===== src/rtl/mksd_pkg.sv =====
// Package for the matrix keypad scanner: field widths, defaults, result type, helpers.
`default_nettype none
package mksd_pkg;

    // Fixed field widths
    localparam int ROW_W  = 4;
    localparam int DRV_W  = 4;
    localparam int KEY_W  = 16;
    localparam int REG_W  = 8;
    localparam int IN_TDATA_W  = 8;
    localparam int OUT_TDATA_W = 24;

    // Register indexes
    localparam logic REG_SETTLE = 1'b0;
    localparam logic REG_REPEAT = 1'b1;

    // Register reset values
    localparam logic [REG_W-1:0] SETTLE_RST = 8'd3;
    localparam logic [REG_W-1:0] REPEAT_RST = 8'd3;

    // Parameter defaults
    localparam int NUM_ROWS_DEF    = 4;
    localparam int NUM_COLUMNS_DEF = 4;

    // Status codes
    localparam logic STAT_STABLE   = 1'b0;
    localparam logic STAT_UNSTABLE = 1'b1;

    // One result item
    typedef struct packed {
        logic             status;
        logic [KEY_W-1:0] key_state;
        logic             done_res;
        logic             busy_res;
        logic [DRV_W-1:0] column_drive;
    } t_result;

    // Drive bit for one column; columns past the drive field have none
    function automatic logic [DRV_W-1:0] col_bit(input int col);
        logic [DRV_W-1:0] m;
        m = '0;
        if (col < DRV_W) begin
            m = DRV_W'(1) << col;
        end
        return m;
    endfunction

    // All columns of the keypad high, limited to the drive field
    function automatic logic [DRV_W-1:0] all_high(input int ncols);
        logic [DRV_W-1:0] m;
        m = '0;
        for (int n = 0; n < DRV_W; n++) begin
            if (n < ncols) begin
                m[n] = 1'b1;
            end
        end
        return m;
    endfunction

endpackage
`default_nettype wire


===== src/rtl/mksd_out_reg.sv =====
// Output register for result items, ready whenever it is empty or being drained.
`default_nettype none
module mksd_out_reg (
    input  wire logic                              i_clk,
    input  wire logic                              i_rst_n,
    input  wire logic                              i_load,
    input  wire mksd_pkg::t_result                 i_result,
    output logic                                   o_ready,
    output logic                                   o_tvalid,
    input  wire logic                              i_tready,
    output logic [mksd_pkg::OUT_TDATA_W-1:0]       o_tdata
);

    localparam int RES_W = $bits(mksd_pkg::t_result);

    logic              r_valid;
    mksd_pkg::t_result r_data;

    assign o_ready = !r_valid || i_tready;

    // Track occupancy
    always_ff @(posedge i_clk) begin
        if (!i_rst_n) begin
            r_valid <= 1'b0;
        end else if (o_ready) begin
            r_valid <= i_load;
        end
    end

    // Capture the payload
    always_ff @(posedge i_clk) begin
        if (o_ready && i_load) begin
            r_data <= i_result;
        end
    end

    assign o_tvalid = r_valid;
    assign o_tdata  = {(mksd_pkg::OUT_TDATA_W - RES_W)'(0), r_data};

endmodule
`default_nettype wire


===== config.mk =====
export PLATFORM = sky130hd
export DESIGN_NAME = mksd_out_reg
export DESIGN_NICKNAME = d
export VERILOG_FILES = /design/src/rtl/mksd_pkg.sv /design/src/rtl/mksd_out_reg.sv
export SDC_FILE = /design/constraint.sdc
export NUM_CORES = 1
export LEC_CHECK = 0
export ABC_CLOCK_PERIOD_IN_PS = 1300
export BUFFER_PORTS_ARGS = -buffer_cell sky130_fd_sc_hd__buf_2
export CORE_ASPECT_RATIO = 1.2
export CORE_MARGIN = 2
export CORE_UTILIZATION = 39
export DETAILED_ROUTE_END_ITERATION = 10
export PLACE_DENSITY = 0.86
export SLEW_MARGIN = 20
export SYNTH_ARGS = -nofsm -noshare
export SYNTH_HDL_FRONTEND = slang
export SYNTH_SLANG_ARGS = --single-unit

===== constraint.sdc =====
create_clock -name i_clk -period 1.3 [get_ports i_clk]
set_input_delay 0.26 -clock i_clk [delete_from_list [all_inputs] [get_ports i_clk]]
set_output_delay 0.26 -clock i_clk [all_outputs]
set_load 0.02 [all_outputs]

== Yosys cells after proc, flatten, opt, wreduce, memory -nomap -nowiden ==
Cells that the tools add are included.

* Reduce and logical (&&, ||, !) cells: 3

{| class="wikitable"
|+ Operators with widths
! cell !! number
|-
| logical AND 1 bit || 1
|-
| logical NOT 1 bit || 1
|-
| logical OR 1 bit || 1
|}

* Register bits: 24
* Logic and storage cells: 9

== Depth between registers and ports, before layout ==
* Word-level depth: 3
* Depth in mapped cells: 2
* Mapped depth without buffers: 2

== Worst setup path before layout ==
OpenSTA, ideal clock, no wires.

* Path type: register to register
* From: reg r_valid, in the netlist o_tvalid
* To: reg r_data (netlist bit o_tdata[0]) (enable)
* Cell stages (with the launch flop): 3
* Arrival: 816 ps
* Library setup time: 324 ps
* Path slack: 159 ps
* Cell sequence: dfxtp_1 nand2b_4 and2_4

* Longest elaborated chain between the ends: 3

{| class="wikitable"
|+ Ends and longest elaborated chain
! element !! line !! RTL
|-
| start: declaration || mksd_out_reg.sv:16 || <nowiki>logic r_valid;</nowiki>
|-
| start signal: assignment || mksd_out_reg.sv:26 || <nowiki>r_valid <= i_load;</nowiki>
|-
| logical NOT 1 bit || mksd_out_reg.sv:19 || <nowiki>assign o_ready = !r_valid || i_tready;</nowiki>
|-
| logical OR 1 bit || mksd_out_reg.sv:19 ||
|-
| named net o_ready || mksd_out_reg.sv:8 || <nowiki>output logic o_ready,</nowiki>
|-
| logical AND 1 bit || mksd_out_reg.sv:32 || <nowiki>if (o_ready && i_load) begin</nowiki>
|-
| end signal: assignment || mksd_out_reg.sv:33 || <nowiki>r_data <= i_result;</nowiki>
|-
| end: declaration || mksd_out_reg.sv:17 || <nowiki>mksd_pkg::t_result r_data;</nowiki>
|}

The timed path passes the listed nets, and every way through them passes these cells.
A chain may end at the register's enable or synchronous reset.

== Worst setup path after layout ==
* From: reg r_valid, in the netlist o_tvalid
* To: out o_ready

* Longest elaborated chain between the ends: 2

{| class="wikitable"
|+ Ends and longest elaborated chain
! element !! line
|-
| logical NOT 1 bit || mksd_out_reg.sv:19
|-
| logical OR 1 bit || mksd_out_reg.sv:19
|-
| end: declaration || mksd_out_reg.sv:8
|}

Every way passes these cells.

==> run summary <==
The flow ran to the end, and the final reports show no timing, DRC or antenna violations. Total I/O pin count: 53. Routability-driven placement finished with a final weighted congestion of 0.631.

The logs give 0 for the count of final setup violators and 4 for the number of iterations in the first detailed-routing pass. Synthesis produced a netlist with a net count of 57. The via count normalized by instance count works out to 4.52.

The critical path launch point type is a register. Number of max-slew violations in the final report: 0. The area of the core is 1830 um2, and the total global routing track utilization is 0.124. The run gives 1 as the H-tree depth reported by CTS. Required time of the critical path: 1.04 ns.

The sequential area share after synthesis was 0.936. In this run, distinct cell masters in the synthesized netlist total 8. In this run the remaining antenna-violating nets after routing total 0.

The site row count is 17, and the share of cells above drive strength 1 is 0.679. Global routing finished with a remaining overflow of 0. The run gives 1.08 mW as the total internal power. The class of the tightest hold or removal check was in2reg. Setup repair after global routing left no endpoint under its margin.

The later pin in the worst-skew pair is clocked with a latency of 0.30 ns. The static power due to leakage is 0.470 nW, and the number of setup buffers added after CTS is 0. Proportion of total power due to net switching: 0.221.

The kind of end point of the critical path is a primary output. TritonCTS built the clock tree. The tools report the number of antenna violations at the first check in global routing as 0. Clock-pin slew was measured on the worst setup and hold paths at 0.12 ns. The run gives 434 as the via count of the first global-routing pass. The slowest stage of the critical path belongs to the cell dfxtp_1.

The longest clock path from root to sink contains 2 buffers. Compared with the post-synthesis result, the final layout area differs by 39.2%. The average detailed-routed wire length per instance works out to 13.0 um. The first-pass GRT wire length was 1870 um; the number of resized instances in the post-cts repair step was 0. Clock tree synthesis found a total of 24 sinks. After technology mapping, the gate count stands at 30. For this design the total switching power over the nets is 0.307 mW. Between clock sinks in the finished design, the worst skew comes to 0.00462 ns. The detailed router placed 466 vias in this run. The tools report the root cell of the clock tree as clkbuf_4. Traced cell by cell, the critical path runs through nand2b_4 > buf_2. The worst path needs 1.16 ns of the cycle, external delays included. The relative contribution of sequential cells to total power is 0.656, and the count of port buffers added during placement is 51. The cell area that synthesis handed to floorplanning was 759 um2. The run gives 0.415 as the starting density of the core. The tools report the share of power burned in the clock network as 0.225. The largest fanout on the critical path came out at 3.

Dividing total power by cell area gives a power density of 1310 nW/um2. The peak ir drop on the vdd network is 617 uV, and the part of the cycle the worst path needs is 0.895. In this run the vertical extent of the chip is 52.3 um. The final core area utilization came out at 0.578. The maximum number of pins on one net before global-route repair came out at 24. Prior to clock tree synthesis, the placed netlist has a worst setup slack of 0.174 ns.

Clock tree synthesis inserted a total of 3 buffers. The per-instance average area after synthesis came out at 25.3 um2. At the end of the flow, the number of nets in the layout was 112.

Setup total negative slack on the finished layout was measured at 0 ns. Number of max-cap violations: 0. The delay of the slowest critical-path stage was 0.38 ns. Counting flops and latches in the post-synthesis netlist gives 24. After layout, the worst setup slack is 0.136 ns. Once layout is complete, the cells apart from fillers number 103.

The number of DRC violations after detailed routing is 0, and the combinational power share is 0.119. The repair_antennas step left the layout with diodes totalling 0. The die covers 2320 um2. Wires add up to 1330 um.

The run gives 0 as the number of hold-repair buffers added at the cts stage. For this run, the number of Yosys warnings is 0. The kind of critical path is reg2out. Summing internal, switching and leakage power gives 1.39 mW. Total placed cells including tap cells: 99. The count of endpoints failing hold in the final timing report was 0; the die extent in x was 44.3 um.

The count of routing violations after the opening detailed-route iteration was 3. Static timing analysis puts the maximum clock frequency at 859 MHz. At the worst endpoint, the arrival time is 0.90 ns.
[flip-flops by register name, indices dropped and copies added, names as in the netlist]
| register | flops |
|---|---|
| o_tvalid | 1 |
| o_tdata | 23 |
[critical path, delay by kind of cell, from the launching register on]
| family | cells | cell delay, ns |
|---|---|---|
| buffers and inverters | 1 | 0.16 |
| flip-flops | 1 | 0.38 |
| AND/OR/NAND/NOR | 1 | 0.07 |
[kinds of logic after synthesis]
kind of cell           share of synthesized area
DFF                                        0.936
and+or+nand+nor                           0.0297
buffers and inverters                     0.0148
other                                    0.00494
AOI/OAI and AO/OA                         0.0148
[synthesized netlist by cell type]
library cell | instances | area [um2]
edfxtp_1 | 23 | 691
a21boi_2 | 1 | 11.3
and2_4 | 1 | 8.76
buf_4 | 1 | 7.51
conb_1 | 1 | 3.75
dfxtp_1 | 1 | 20.0
inv_1 | 1 | 3.75
nand2b_4 | 1 | 13.8
[power groups by stage]
stage,clock [mW],combinational [mW],sequential [mW]
floorplan,0,0.0287,0.988
global placement,0,0.165,0.926
detailed placement,0,0.168,0.930
CTS,0.325,0.169,0.912
global route,0.359,0.177,0.915
finish,0.312,0.166,0.911
[area by class of cell]
class / instances / area [um2]
Sequential cell: 24 / 711
Multi-Input combinational cell: 4 / 37.5
Inverter: 1 / 3.75
Clock buffer: 4 / 26.3
Tap cell: 19 / 23.8
Fill cell: 149 / 772
Timing Repair Buffer: 51 / 255
[cells in the final DEF (no fill, tap or decap)]
| cell type | n |
|---|---|
| conb_1 | 1 |
| dfxtp_1 | 1 |
| a21boi_2 | 1 |
| clkbuf_4 | 3 |
| clkbuf_1 | 1 |
| nand2b_4 | 1 |
| and2_4 | 1 |
| buf_2 | 51 |
| inv_1 | 1 |
| edfxtp_1 | 23 |
[per-stage QoR]
step	hold WS (ns)	area (um2)
floorplan	0.359	759
global placement	0.438	1030
detailed placement	0.438	1030
CTS	0.116	1060
global route	0.0925	1060
finish	0.125	1060
[routing by layer]
metal,up-vias,part of all wire,wire [um],track usage
met5,-,0,0,0
met4,0,0.019,26,0.0909
met3,4,0.15,198,0.0517
met2,39,0.50,665,0.208
met1,204,0.33,443,0.118
li1,219,-,-,-
[worst paths after layout]
path / from / end / slack (ns) / depth (start not counted)
setup reg to reg: o_tvalid / o_tdata[22] / 0.24 / 2
setup / recovery: o_tvalid / o_ready / 0.14 / 2
hold reg to reg: o_tvalid / o_tvalid / 0.51 / 2
hold / removal: i_result[11] / o_tdata[11] / 0.12 / 1
(Power assumes the default switching activity.)
